$ cat config.mk
export PLATFORM = sky130hd
export DESIGN_NAME = accented_glyph_composer
export DESIGN_NICKNAME = d
export VERILOG_FILES = /design/src/rtl/agc_pkg.sv /design/src/rtl/accented_glyph_composer.sv /design/src/rtl/agc_decode.sv /design/src/rtl/agc_offset.sv
export VERILOG_INCLUDE_DIRS = /design/src /design/src/rtl
export SDC_FILE = /design/constraint.sdc
export NUM_CORES = 1
export LEC_CHECK = 0
export ABC_AREA = 1
export BUFFER_PORTS_ARGS = -buffer_cell sky130_fd_sc_hd__buf_4
export CORE_MARGIN = 5
export CORE_UTILIZATION = 65
export CTS_BUF_LIST = sky130_fd_sc_hd__clkbuf_4 sky130_fd_sc_hd__clkbuf_8 sky130_fd_sc_hd__clkbuf_16
export DETAILED_ROUTE_END_ITERATION = 12
export PLACE_DENSITY = 0.87
export SLEW_MARGIN = 10
export SYNTH_ARGS = -nofsm -noshare
export SYNTH_HDL_FRONTEND = slang
export SYNTH_SLANG_ARGS = --single-unit
export TNS_END_PERCENT = 50
$ cat constraint.sdc
create_clock -name clk -period 11.8 [get_ports clk]
set_input_delay 0 -clock clk [delete_from_list [all_inputs] [get_ports clk]]
set_output_delay 0 -clock clk [all_outputs]
set_load 0.01 [all_outputs]
$ cat src/rtl/accented_glyph_composer_defines.svh
// ----------------------------------------------------------------------------
// accented_glyph_composer_defines
// Assertion macros for the accented glyph composer.
// ----------------------------------------------------------------------------
`ifndef ACCENTED_GLYPH_COMPOSER_DEFINES_SVH
`define ACCENTED_GLYPH_COMPOSER_DEFINES_SVH
`ifndef SYNTH
`define AGC_ASSERT_IMPL(name, ante, cons) \
  name: assert property (@(posedge clk) disable iff (rst) (ante) |-> (cons)) \
    else $error("%m: check failed");
`define AGC_ASSERT_NEXT(name, ante, cons) \
  name: assert property (@(posedge clk) disable iff (rst) (ante) |=> (cons)) \
    else $error("%m: check failed");
`else
`define AGC_ASSERT_IMPL(name, ante, cons)
`define AGC_ASSERT_NEXT(name, ante, cons)
`endif
`endif

$ cat src/rtl/agc_pkg.sv
// ----------------------------------------------------------------------------
// agc_pkg
// Types, mark codes, glyph table and constant-divisor helpers.
// ----------------------------------------------------------------------------
package agc_pkg;

  typedef enum logic [1:0] {
    KIND_NONE,
    KIND_CAP,
    KIND_SML
  } kind_t;

  typedef enum logic [2:0] {
    CLS_GENERAL,
    CLS_COMMA_BELOW,
    CLS_COMMA_UR,
    CLS_COMMA_URI,
    CLS_STROKE
  } cls_t;

  localparam logic [9:0] MARK_ACUTE     = 10'h0b4;
  localparam logic [9:0] MARK_CEDILLA   = 10'h0b8;
  localparam logic [9:0] MARK_MACRON    = 10'd175;
  localparam logic [9:0] MARK_CIRC      = 10'h2c6;
  localparam logic [9:0] MARK_TILDE     = 10'h2dc;
  localparam logic [9:0] MARK_DOT       = 10'h2d9;
  localparam logic [9:0] MARK_OGONEK    = 10'h2db;
  localparam logic [9:0] MARK_STROKE    = 10'h02d;
  localparam logic [9:0] MARK_BREVE     = 10'h2d8;
  localparam logic [9:0] MARK_CARON     = 10'h2c7;
  localparam logic [9:0] MARK_MIDDOT    = 10'h0b7;
  localparam logic [9:0] MARK_DACUTE    = 10'h2dd;
  localparam logic [9:0] MARK_DIAER     = 10'h0a8;
  localparam logic [9:0] MARK_RING      = 10'h2da;
  localparam logic [9:0] MARK_COMMA_T   = 10'h02c;
  localparam logic [9:0] MARK_COMMA_UR  = 10'h001;
  localparam logic [9:0] MARK_COMMA_URI = 10'h002;

  localparam logic [15:0] RECIP_3  = 16'd21846;
  localparam logic [15:0] RECIP_5  = 16'd13108;
  localparam logic [15:0] RECIP_10 = 16'd6554;
  localparam logic [15:0] RECIP_19 = 16'd3450;

  typedef struct packed {
    kind_t      kind;
    logic [6:0] letter;
    logic [9:0] mark;
  } entry_t;

  typedef struct packed {
    logic       ok;
    logic [6:0] letter;
    logic [9:0] mark;
    cls_t       cls;
    logic       shrink;
    logic       ring;
  } dec_t;

  function automatic logic [13:0] div_recip(input logic [13:0] n, input logic [15:0] m);
    logic [29:0] p;
    p = {16'b0, n} * {14'b0, m};
    return p[29:16];
  endfunction

  function automatic entry_t ent(input kind_t k, input logic [6:0] up, input logic [9:0] m);
    entry_t e;
    e.kind   = k;
    e.letter = (k == KIND_SML) ? (up | 7'h20) : up;
    e.mark   = m;
    return e;
  endfunction

  function automatic entry_t glyph_entry(input logic [6:0] idx);
    entry_t e;
    case (idx)
      7'd0:   e = ent(KIND_CAP, 7'h41, MARK_MACRON);
      7'd1:   e = ent(KIND_SML, 7'h41, MARK_MACRON);
      7'd2:   e = ent(KIND_CAP, 7'h41, MARK_BREVE);
      7'd3:   e = ent(KIND_SML, 7'h41, MARK_BREVE);
      7'd4:   e = ent(KIND_CAP, 7'h41, MARK_OGONEK);
      7'd5:   e = ent(KIND_SML, 7'h41, MARK_OGONEK);
      7'd6:   e = ent(KIND_CAP, 7'h43, MARK_ACUTE);
      7'd7:   e = ent(KIND_SML, 7'h43, MARK_ACUTE);
      7'd8:   e = ent(KIND_CAP, 7'h43, MARK_CIRC);
      7'd9:   e = ent(KIND_SML, 7'h43, MARK_CIRC);
      7'd10:  e = ent(KIND_CAP, 7'h43, MARK_DOT);
      7'd11:  e = ent(KIND_SML, 7'h43, MARK_DOT);
      7'd12:  e = ent(KIND_CAP, 7'h43, MARK_CARON);
      7'd13:  e = ent(KIND_SML, 7'h43, MARK_CARON);
      7'd14:  e = ent(KIND_CAP, 7'h44, MARK_CARON);
      7'd15:  e = ent(KIND_SML, 7'h44, MARK_COMMA_UR);
      7'd16:  e = ent(KIND_CAP, 7'h44, MARK_STROKE);
      7'd17:  e = ent(KIND_SML, 7'h44, MARK_STROKE);
      7'd18:  e = ent(KIND_CAP, 7'h45, MARK_MACRON);
      7'd19:  e = ent(KIND_SML, 7'h45, MARK_MACRON);
      7'd20:  e = ent(KIND_CAP, 7'h45, MARK_BREVE);
      7'd21:  e = ent(KIND_SML, 7'h45, MARK_BREVE);
      7'd22:  e = ent(KIND_CAP, 7'h45, MARK_DOT);
      7'd23:  e = ent(KIND_SML, 7'h45, MARK_DOT);
      7'd24:  e = ent(KIND_CAP, 7'h45, MARK_OGONEK);
      7'd25:  e = ent(KIND_SML, 7'h45, MARK_OGONEK);
      7'd26:  e = ent(KIND_CAP, 7'h45, MARK_CARON);
      7'd27:  e = ent(KIND_SML, 7'h45, MARK_CARON);
      7'd28:  e = ent(KIND_CAP, 7'h47, MARK_CIRC);
      7'd29:  e = ent(KIND_SML, 7'h47, MARK_CIRC);
      7'd30:  e = ent(KIND_CAP, 7'h47, MARK_BREVE);
      7'd31:  e = ent(KIND_SML, 7'h47, MARK_BREVE);
      7'd32:  e = ent(KIND_CAP, 7'h47, MARK_DOT);
      7'd33:  e = ent(KIND_SML, 7'h47, MARK_DOT);
      7'd34:  e = ent(KIND_CAP, 7'h47, MARK_CEDILLA);
      7'd35:  e = ent(KIND_SML, 7'h47, MARK_CEDILLA);
      7'd36:  e = ent(KIND_CAP, 7'h48, MARK_CIRC);
      7'd37:  e = ent(KIND_SML, 7'h48, MARK_CIRC);
      7'd38:  e = ent(KIND_CAP, 7'h48, MARK_STROKE);
      7'd39:  e = ent(KIND_SML, 7'h48, MARK_STROKE);
      7'd40:  e = ent(KIND_CAP, 7'h49, MARK_TILDE);
      7'd41:  e = ent(KIND_SML, 7'h49, MARK_TILDE);
      7'd42:  e = ent(KIND_CAP, 7'h49, MARK_MACRON);
      7'd43:  e = ent(KIND_SML, 7'h49, MARK_MACRON);
      7'd44:  e = ent(KIND_CAP, 7'h49, MARK_BREVE);
      7'd45:  e = ent(KIND_SML, 7'h49, MARK_BREVE);
      7'd46:  e = ent(KIND_CAP, 7'h49, MARK_OGONEK);
      7'd47:  e = ent(KIND_SML, 7'h49, MARK_OGONEK);
      7'd48:  e = ent(KIND_CAP, 7'h49, MARK_DOT);
      7'd52:  e = ent(KIND_CAP, 7'h4a, MARK_CIRC);
      7'd53:  e = ent(KIND_SML, 7'h4a, MARK_CIRC);
      7'd54:  e = ent(KIND_CAP, 7'h4b, MARK_CEDILLA);
      7'd55:  e = ent(KIND_SML, 7'h4b, MARK_CEDILLA);
      7'd57:  e = ent(KIND_CAP, 7'h4c, MARK_ACUTE);
      7'd58:  e = ent(KIND_SML, 7'h4c, MARK_ACUTE);
      7'd59:  e = ent(KIND_CAP, 7'h4c, MARK_CEDILLA);
      7'd60:  e = ent(KIND_SML, 7'h4c, MARK_CEDILLA);
      7'd61:  e = ent(KIND_CAP, 7'h4c, MARK_COMMA_URI);
      7'd62:  e = ent(KIND_SML, 7'h4c, MARK_COMMA_UR);
      7'd63:  e = ent(KIND_CAP, 7'h4c, MARK_MIDDOT);
      7'd64:  e = ent(KIND_SML, 7'h4c, MARK_MIDDOT);
      7'd65:  e = ent(KIND_CAP, 7'h4c, MARK_STROKE);
      7'd66:  e = ent(KIND_SML, 7'h4c, MARK_STROKE);
      7'd67:  e = ent(KIND_CAP, 7'h4e, MARK_ACUTE);
      7'd68:  e = ent(KIND_SML, 7'h4e, MARK_ACUTE);
      7'd69:  e = ent(KIND_CAP, 7'h4e, MARK_CEDILLA);
      7'd70:  e = ent(KIND_SML, 7'h4e, MARK_CEDILLA);
      7'd71:  e = ent(KIND_CAP, 7'h4e, MARK_CARON);
      7'd72:  e = ent(KIND_SML, 7'h4e, MARK_CARON);
      7'd76:  e = ent(KIND_CAP, 7'h4f, MARK_MACRON);
      7'd77:  e = ent(KIND_SML, 7'h4f, MARK_MACRON);
      7'd78:  e = ent(KIND_CAP, 7'h4f, MARK_BREVE);
      7'd79:  e = ent(KIND_SML, 7'h4f, MARK_BREVE);
      7'd80:  e = ent(KIND_CAP, 7'h4f, MARK_DACUTE);
      7'd81:  e = ent(KIND_SML, 7'h4f, MARK_DACUTE);
      7'd84:  e = ent(KIND_CAP, 7'h52, MARK_ACUTE);
      7'd85:  e = ent(KIND_SML, 7'h52, MARK_ACUTE);
      7'd86:  e = ent(KIND_CAP, 7'h52, MARK_CEDILLA);
      7'd87:  e = ent(KIND_SML, 7'h52, MARK_CEDILLA);
      7'd88:  e = ent(KIND_CAP, 7'h52, MARK_CARON);
      7'd89:  e = ent(KIND_SML, 7'h52, MARK_CARON);
      7'd90:  e = ent(KIND_CAP, 7'h53, MARK_ACUTE);
      7'd91:  e = ent(KIND_SML, 7'h53, MARK_ACUTE);
      7'd92:  e = ent(KIND_CAP, 7'h53, MARK_CIRC);
      7'd93:  e = ent(KIND_SML, 7'h53, MARK_CIRC);
      7'd94:  e = ent(KIND_CAP, 7'h53, MARK_CEDILLA);
      7'd95:  e = ent(KIND_SML, 7'h53, MARK_CEDILLA);
      7'd96:  e = ent(KIND_CAP, 7'h53, MARK_CARON);
      7'd97:  e = ent(KIND_SML, 7'h53, MARK_CARON);
      7'd98:  e = ent(KIND_CAP, 7'h54, MARK_CEDILLA);
      7'd99:  e = ent(KIND_SML, 7'h54, MARK_CEDILLA);
      7'd100: e = ent(KIND_CAP, 7'h54, MARK_CARON);
      7'd101: e = ent(KIND_SML, 7'h54, MARK_COMMA_T);
      7'd102: e = ent(KIND_CAP, 7'h54, MARK_STROKE);
      7'd103: e = ent(KIND_SML, 7'h54, MARK_STROKE);
      7'd104: e = ent(KIND_CAP, 7'h55, MARK_TILDE);
      7'd105: e = ent(KIND_SML, 7'h55, MARK_TILDE);
      7'd106: e = ent(KIND_CAP, 7'h55, MARK_MACRON);
      7'd107: e = ent(KIND_SML, 7'h55, MARK_MACRON);
      7'd108: e = ent(KIND_CAP, 7'h55, MARK_BREVE);
      7'd109: e = ent(KIND_SML, 7'h55, MARK_BREVE);
      7'd110: e = ent(KIND_CAP, 7'h55, MARK_RING);
      7'd111: e = ent(KIND_SML, 7'h55, MARK_RING);
      7'd112: e = ent(KIND_CAP, 7'h55, MARK_DACUTE);
      7'd113: e = ent(KIND_SML, 7'h55, MARK_DACUTE);
      7'd114: e = ent(KIND_CAP, 7'h55, MARK_OGONEK);
      7'd115: e = ent(KIND_SML, 7'h55, MARK_OGONEK);
      7'd116: e = ent(KIND_CAP, 7'h57, MARK_CIRC);
      7'd117: e = ent(KIND_SML, 7'h57, MARK_CIRC);
      7'd118: e = ent(KIND_CAP, 7'h59, MARK_CIRC);
      7'd119: e = ent(KIND_SML, 7'h59, MARK_CIRC);
      7'd120: e = ent(KIND_CAP, 7'h59, MARK_DIAER);
      7'd121: e = ent(KIND_CAP, 7'h5a, MARK_ACUTE);
      7'd122: e = ent(KIND_SML, 7'h5a, MARK_ACUTE);
      7'd123: e = ent(KIND_CAP, 7'h5a, MARK_DOT);
      7'd124: e = ent(KIND_SML, 7'h5a, MARK_DOT);
      7'd125: e = ent(KIND_CAP, 7'h5a, MARK_CARON);
      7'd126: e = ent(KIND_SML, 7'h5a, MARK_CARON);
      default: e = ent(KIND_NONE, 7'h00, 10'h000);
    endcase
    return e;
  endfunction

endpackage

$ cat src/rtl/accented_glyph_composer.sv
// ----------------------------------------------------------------------------
// accented_glyph_composer: Latin Extended-A glyph composition from base + mark
// Stage s1 registers the inputs and the output stage registers the result.
// One character per cycle unless out_stall holds the output; lookup and divide-by-constant
// math sit in one combinational stage. Reset (rst, synchronous) empties both stages.
// ----------------------------------------------------------------------------
`include "accented_glyph_composer_defines.svh"

module accented_glyph_composer (
  input  logic               clk,
  input  logic               rst,
  input  logic               in_valid,
  output logic               in_stall,
  input  logic [10:0]        code,
  input  logic [9:0]         base_width,
  input  logic               base_ok,
  input  logic [9:0]         mark_width,
  input  logic               mark_ok,
  input  logic [9:0]         small_mark_width,
  input  logic [9:0]         font_height,
  input  logic               italic,
  input  logic               fixed_pitch,
  output logic               out_valid,
  input  logic               out_stall,
  output logic               valid_res,
  output logic [6:0]         base_char,
  output logic [9:0]         mark_glyph,
  output logic [9:0]         mark_height,
  output logic signed [11:0] offset_x,
  output logic signed [11:0] offset_y
);
  import agc_pkg::*;

  logic               s1_valid;
  logic [10:0]        s1_code;
  logic [9:0]         s1_base_width;
  logic               s1_base_ok;
  logic [9:0]         s1_mark_width;
  logic               s1_mark_ok;
  logic [9:0]         s1_small_mark_width;
  logic [9:0]         s1_font_height;
  logic               s1_italic;
  logic               s1_fixed_pitch;

  logic               out_load;
  logic               in_xfer;
  dec_t               dec;
  logic [9:0]         mh_next;
  logic signed [11:0] ox_next;
  logic signed [11:0] oy_next;

  assign out_load = !out_valid || !out_stall;
  assign in_stall = s1_valid && !out_load;
  assign in_xfer  = in_valid && !in_stall;

  always_ff @(posedge clk) begin
    if (rst) begin
      s1_valid <= 1'b0;
    end else if (in_xfer) begin
      s1_valid <= 1'b1;
    end else if (out_load) begin
      s1_valid <= 1'b0;
    end
  end

  always_ff @(posedge clk) begin
    if (in_xfer) begin
      s1_code             <= code;
      s1_base_width       <= base_width;
      s1_base_ok          <= base_ok;
      s1_mark_width       <= mark_width;
      s1_mark_ok          <= mark_ok;
      s1_small_mark_width <= small_mark_width;
      s1_font_height      <= font_height;
      s1_italic           <= italic;
      s1_fixed_pitch      <= fixed_pitch;
    end
  end

  agc_decode u_decode (
    .code        (s1_code),
    .base_ok     (s1_base_ok),
    .mark_ok     (s1_mark_ok),
    .fixed_pitch (s1_fixed_pitch),
    .dec         (dec)
  );

  agc_offset u_offset (
    .dec              (dec),
    .base_width       (s1_base_width),
    .mark_width       (s1_mark_width),
    .small_mark_width (s1_small_mark_width),
    .font_height      (s1_font_height),
    .italic           (s1_italic),
    .mark_height      (mh_next),
    .offset_x         (ox_next),
    .offset_y         (oy_next)
  );

  always_ff @(posedge clk) begin
    if (rst) begin
      out_valid <= 1'b0;
    end else if (out_load) begin
      out_valid <= s1_valid;
    end
  end

  always_ff @(posedge clk) begin
    if (out_load && s1_valid) begin
      valid_res   <= dec.ok;
      base_char   <= dec.letter;
      mark_glyph  <= dec.mark;
      mark_height <= mh_next;
      offset_x    <= ox_next;
      offset_y    <= oy_next;
    end
  end

  `AGC_ASSERT_NEXT(a_in_to_s1, in_valid && !in_stall, s1_valid)
  `AGC_ASSERT_NEXT(a_s1_to_out, s1_valid && out_load, out_valid)
  `AGC_ASSERT_IMPL(a_reject_zero, out_valid && !valid_res,
    base_char == 7'h00 && mark_glyph == 10'h000 && mark_height == 10'd0 &&
    offset_x == 12'sd0 && offset_y == 12'sd0)
  `AGC_ASSERT_IMPL(a_y_upward, out_valid, offset_y[11] || offset_y == 12'sd0)

endmodule

$ cat src/rtl/agc_decode.sv
// ----------------------------------------------------------------------------
// agc_decode
// Range check, glyph table lookup and mark classification.
// ----------------------------------------------------------------------------
module agc_decode (
  input  logic [10:0]        code,
  input  logic               base_ok,
  input  logic               mark_ok,
  input  logic               fixed_pitch,
  output agc_pkg::dec_t      dec
);
  import agc_pkg::*;

  entry_t     e;
  logic       in_range;
  logic       ok;
  logic [9:0] mark;
  cls_t       cls;

  always_comb begin
    e        = glyph_entry(code[6:0]);
    in_range = (code[10:7] == 4'b0010);
    ok       = in_range && (e.kind != KIND_NONE) && base_ok && mark_ok;
    mark     = e.mark;
    // monospaced: comma above right falls back to caron
    if ((mark == MARK_COMMA_UR) && fixed_pitch) begin
      mark = MARK_CARON;
    end
    if (mark == MARK_COMMA_T) begin
      cls = CLS_COMMA_BELOW;
    end else if (mark == MARK_COMMA_UR) begin
      cls = CLS_COMMA_UR;
    end else if (mark == MARK_COMMA_URI) begin
      cls = CLS_COMMA_URI;
    end else if (mark == MARK_STROKE) begin
      cls = CLS_STROKE;
    end else begin
      cls = CLS_GENERAL;
    end

    dec.ok     = ok;
    dec.letter = ok ? e.letter : 7'h00;
    if (!ok) begin
      dec.mark = 10'h000;
    end else if ((cls == CLS_COMMA_UR) || (cls == CLS_COMMA_URI)) begin
      dec.mark = MARK_COMMA_T;
    end else begin
      dec.mark = mark;
    end
    dec.cls    = cls;
    dec.shrink = (cls == CLS_GENERAL) && (mark != MARK_OGONEK) &&
                 (mark != MARK_CEDILLA) && (e.kind == KIND_CAP);
    dec.ring   = (mark == MARK_RING);
  end

endmodule

$ cat src/rtl/agc_offset.sv
// ----------------------------------------------------------------------------
// agc_offset
// Mark height and mark offset arithmetic with constant divisors.
// ----------------------------------------------------------------------------
module agc_offset (
  input  agc_pkg::dec_t      dec,
  input  logic [9:0]         base_width,
  input  logic [9:0]         mark_width,
  input  logic [9:0]         small_mark_width,
  input  logic [9:0]         font_height,
  input  logic               italic,
  output logic [9:0]         mark_height,
  output logic signed [11:0] offset_x,
  output logic signed [11:0] offset_y
);
  import agc_pkg::*;

  logic [9:0]  mw_sel;
  logic [11:0] h3;
  logic [13:0] h9;
  logic [9:0]  q_h34;
  logic [9:0]  q_h23;
  logic [9:0]  q_h910;
  logic [9:0]  q_h19;
  logic [9:0]  q_h10;
  logic [9:0]  q_cw25;
  logic [9:0]  q_mw5;
  logic [9:0]  q_mw3;
  logic [11:0] diff;
  logic [11:0] diff_adj;
  logic [11:0] half;
  logic [11:0] x;
  logic [11:0] y;
  logic [9:0]  mh;

  always_comb begin
    mw_sel   = dec.shrink ? small_mark_width : mark_width;
    h3       = {1'b0, font_height, 1'b0} + {2'b00, font_height};
    h9       = {1'b0, font_height, 3'b000} + {4'b0000, font_height};
    q_h34    = h3[11:2];
    q_h23    = 10'(div_recip({3'b000, font_height, 1'b0}, RECIP_3));
    q_h910   = 10'(div_recip(h9, RECIP_10));
    q_h19    = 10'(div_recip({4'b0000, font_height}, RECIP_19));
    q_h10    = 10'(div_recip({4'b0000, font_height}, RECIP_10));
    q_cw25   = 10'(div_recip({3'b000, base_width, 1'b0}, RECIP_5));
    q_mw5    = 10'(div_recip({4'b0000, mw_sel}, RECIP_5));
    q_mw3    = 10'(div_recip({4'b0000, mark_width}, RECIP_3));
    // signed halving toward zero
    diff     = {2'b00, base_width} - {2'b00, mw_sel};
    diff_adj = diff + {11'b0, diff[11]};
    half     = {diff_adj[11], diff_adj[11:1]};

    x  = 12'd0;
    y  = 12'd0;
    mh = font_height;
    case (dec.cls)
      CLS_COMMA_BELOW: begin
        y = 12'd0 - {2'b00, q_h34};
        x = {2'b00, q_cw25} + (italic ? {3'b000, mark_width[9:1]} : 12'd0);
      end
      CLS_COMMA_UR: begin
        y = 12'd0 - {2'b00, q_h23};
        x = {2'b00, base_width} - {4'b0000, mark_width[9:2]} +
            (italic ? {2'b00, q_mw3} : 12'd0);
      end
      CLS_COMMA_URI: begin
        y = 12'd0 - {2'b00, q_h23};
        x = {2'b00, base_width} - {3'b000, mark_width[9:1]} +
            (italic ? {2'b00, q_mw3} : 12'd0);
      end
      CLS_STROKE: begin
        x = 12'd0;
      end
      CLS_GENERAL: begin
        if (dec.shrink) begin
          mh = q_h910;
          y  = 12'd0 - {2'b00, (dec.ring ? q_h19 : q_h10)};
        end
        x = half + (italic ? {2'b00, q_mw5} : 12'd0);
      end
      default: begin
        x = 12'd0;
      end
    endcase

    mark_height = dec.ok ? mh : 10'd0;
    offset_x    = dec.ok ? $signed(x) : 12'sd0;
    offset_y    = dec.ok ? $signed(y) : 12'sd0;
  end

endmodule
==> metrics.cfg <==
[clocking]
clk_latency_ns = 0.44
cts.clk_slew.worst_paths_ns = 0.06
clkSinkCount = 122
htree_levels = 4
post_cts_buffers = 0
clockBufferDepth = 2
numCtsBuffers = 17
cts_resized = 0
cts_tree = built
root_buffer = clkbuf_16

[placed_design]
gp_congestion = 1.00
placed_area_um2 = 24500
place.detailed.hpwl_um = 51000
numPortBuffers = 111

[floorplanning]
die_h_um = 199
fp-row-count = 69
design.core.area_um2 = 35300
ioPinCount = 113
die_w_um = 199
initial_core_util = 0.655
die_area_um2 = 39400

[critical_path]
cp-start-kind = flip-flop
max_stage_delay_ns = 0.76
critPathRequiredTime_ns = 12.00
path_buf_inv = 8
slowest_stage = o21ai_0
crit_fanout = 25
timing.critical_path.mode_cell = inv_1
arrival_ns = 8.64
crit_family = adder cells
criticalPathCategory = flip-flop to flip-flop
cp-end-kind = flip-flop

[hold_path]
hold_path_class = input port to flip-flop

[grt]
grt_pass1_vias = 20400
track_usage = 0.326
grt_pass1_wl_um = 102000
grt_max_degree = 50
grt_overflow_total = 0
antenna_found_initial = 0

[routing]
drt-initial-drc-count = 1406
route.met2.wl_um = 31200
drt_pass1_iterations = 6
routed_wl_um = 63100
met3_length_um = 3820
drtAntennaViolNets = 0
drc_errors = 0
topRoutingLayerUsed = met4
met1_length_um = 25700
vias_per_cell = 5.84
wl_per_cell_um = 18.8
via_count = 19600

[timing]
period_needed_ns = 8.44
final.setup.tns_ns = 0
worstMarginPinSlew_ns = 1.14
fmax_mhz = 118
timing.final.max_slew_violations = 0
fin_skew_ns = 0.0130
finalCritPeriodShare = 0.716
slew_headroom = 0.232
finalHoldViolCount = 0
fin_hold_ws_ns = 0.275
rsz0062_at_grt = no
setup_violations = 0

[run]
maxCapViolCount = 0

[final_layout]
drive_gt1_frac = 0.0754
final_util = 0.726
fin_nets = 3674
syn2layout_area_growth_pct = 11.0
antenna_cells = 0
finish.instance_area_um2 = 25700
fill_cells = 2481

[yosys]
ys.flop_type = edfxtp_1
synth_edf_count = 104
synth_area_per_cell_um2 = 8.52
netlist_instances = 2712
syn_area_um2 = 23100
ys.warnings.count = 0
synth.distinct_cells = 63
synth_nets = 3506
ys_seq_elements = 122
ys_seq_area_frac = 0.151
async_flop_share = 0

[power]
powerDensity_nw_per_um2 = 272
p_leak_nw = 13.6
ir_worst_vdd_mv = 0.408

[outcome]
outcome = finished clean

## cell usage after synthesis, drive strengths merged (3+ instances only)
cell	n	area, um2
a21oi	204	1040
a31oi	17	106
edfxtp	104	3120
o211ai	5	37.5
xnor2	27	236
nor3	17	85.1
buf	8	51.3
o21ai	153	785
nand2	349	1330
nand4	21	146
clkbuf	26	97.6
nor2	184	732
a221oi	3	26.3
o21bai	17	131
xor2	39	342
o221ai	12	105
inv	576	2160
fa	234	4680
nand3b	3	22.5
a211oi	5	37.5
nand3	96	546
o31ai	12	90.1
o21a	6	45.0
nor3b	6	45.0
o2111ai	6	52.6
or2	19	119
a21o	10	75.1
a21boi	5	37.5
o22ai	4	25.0
and2	4	25.0
ha	501	6270
dfxtp	18	360
clkinv	4	15.0
## state kept, by name, indices dropped and copies added (netlist names), 7 cells and up
signal / count
base_char: 7
mark_glyph: 8
mark_height: 10
offset_x: 12
offset_y: 11
s1_base_width: 10
s1_code: 11
s1_font_height: 10
s1_mark_width: 10
s1_small_mark_width: 10
u_decode.e: 16
## cell type report
cell class | count | area (um2) | share of cell area
inverters | 580 | 2180 | 0.0849
multi-input cells | 1976 | 17300 | 0.675
clock inverters | 14 | 139 | 0.00541
well taps | 461 | 577 | 0.0225
flip-flops and latches | 122 | 3480 | 0.136
clock buffers | 18 | 433 | 0.0169
repair buffers | 183 | 1520 | 0.0592
## power breakdown
group / internal, W / total (W) / switching (W)
Combinational: 0.00233 / 0.00592 / 0.00358
Sequential: 0.000498 / 0.000533 / 0.0000353
Clock: 0.000297 / 0.000521 / 0.000224
Total: 0.00313 / 0.00697 / 0.00384
## placed cells by master (no fill, tap or decap), types with 5 or more instances in the layout
| master | synthesis | routed |
|---|---|---|
| o211ai_1 | 5 | 5 |
| o21ai_0 | 145 | 145 |
| o21bai_1 | 16 | 16 |
| buf_4 | 3 | 125 |
| inv_1 | 569 | 568 |
| xor2_1 | 39 | 39 |
| nor3_1 | 17 | 17 |
| edfxtp_1 | 104 | 104 |
| o21a_1 | 6 | 6 |
| nand2_1 | 340 | 340 |
| nand2_2 | 9 | 9 |
| a21o_1 | 10 | 10 |
| ha_1 | 501 | 501 |
| o31ai_1 | 12 | 12 |
| o221ai_1 | 12 | 12 |
| a21oi_1 | 201 | 200 |
| o2111ai_1 | 6 | 6 |
| nand3_2 | 8 | 8 |
| clkbuf_16 | 0 | 17 |
| a21boi_0 | 5 | 5 |
| nand4_1 | 20 | 20 |
| nand3_1 | 86 | 86 |
| nor3b_1 | 6 | 6 |
| xnor2_1 | 27 | 27 |
| dfxtp_1 | 18 | 18 |
| or2_2 | 18 | 18 |
| fa_1 | 234 | 234 |
| nor2_1 | 179 | 179 |
| a211oi_1 | 5 | 5 |
| a31oi_1 | 17 | 17 |
| dlygate4sd3_1 | 0 | 58 |
| inv_2 | 7 | 8 |
## stage by stage
stage                     total power [W]  std cells  worst slack (ns)
after floorplan                   0.00491       2712              4.28
after global placement            0.00606       3264              3.64
after detailed placement          0.00631       3264              3.47
after CTS                         0.00690       3354              3.44
after global routing              0.00783       3354              2.75
final                             0.00697       3354              3.36
## kinds of logic after synthesis
kind of cell | Yosys count | share of synthesized area
xor gates and xnor gates | 66 | 0.0250
muxes | 1 | 0.000433
AOI/OAI and AO/OA | 469 | 0.116
other | 1 | 0.000162
adders and majority gates | 735 | 0.474
buffers and inverters | 614 | 0.101
and+or+nand+nor | 704 | 0.133
DFF | 122 | 0.151
## per-layer routing
layer  track usage  vias to the layer above
li1              -                     9276
met1         0.423                     9348
met2         0.572                      803
met3        0.0361                      164
met4         0.112                        0
met5             0                        -
## worst paths after layout
check / start / endpoint / slack (ns) / depth (start not counted)
worst max-delay path: u_decode.e[9] / offset_x[10] / 3.36 / 39
worst min-delay path: base_width[1] / s1_base_width[1] / 0.28 / 2
worst max register to register: u_decode.e[9] / offset_x[10] / 3.36 / 39
worst min register to register: u_decode.e[14] / base_char[4] / 0.52 / 2
## worst register-to-register path, delay by kind of cell, from the launching register on
| family | cells | cell delay (ns) |
|---|---|---|
| adder cells (fa/ha/maj) | 8 | 3.50 |
| buffers and inverters | 8 | 0.49 |
| AND/OR/NAND/NOR | 11 | 1.45 |
| flip-flops | 1 | 0.32 |
| AO/OA/AOI/OAI | 12 | 2.44 |
## timing repair
action                                 4_1_cts  5_1_grt
setup endpoints to repair                    0        0
hold buffers                                58        0
endpoints found under the hold margin       57        0
Note: power is estimated with default switching activity, not from simulation.
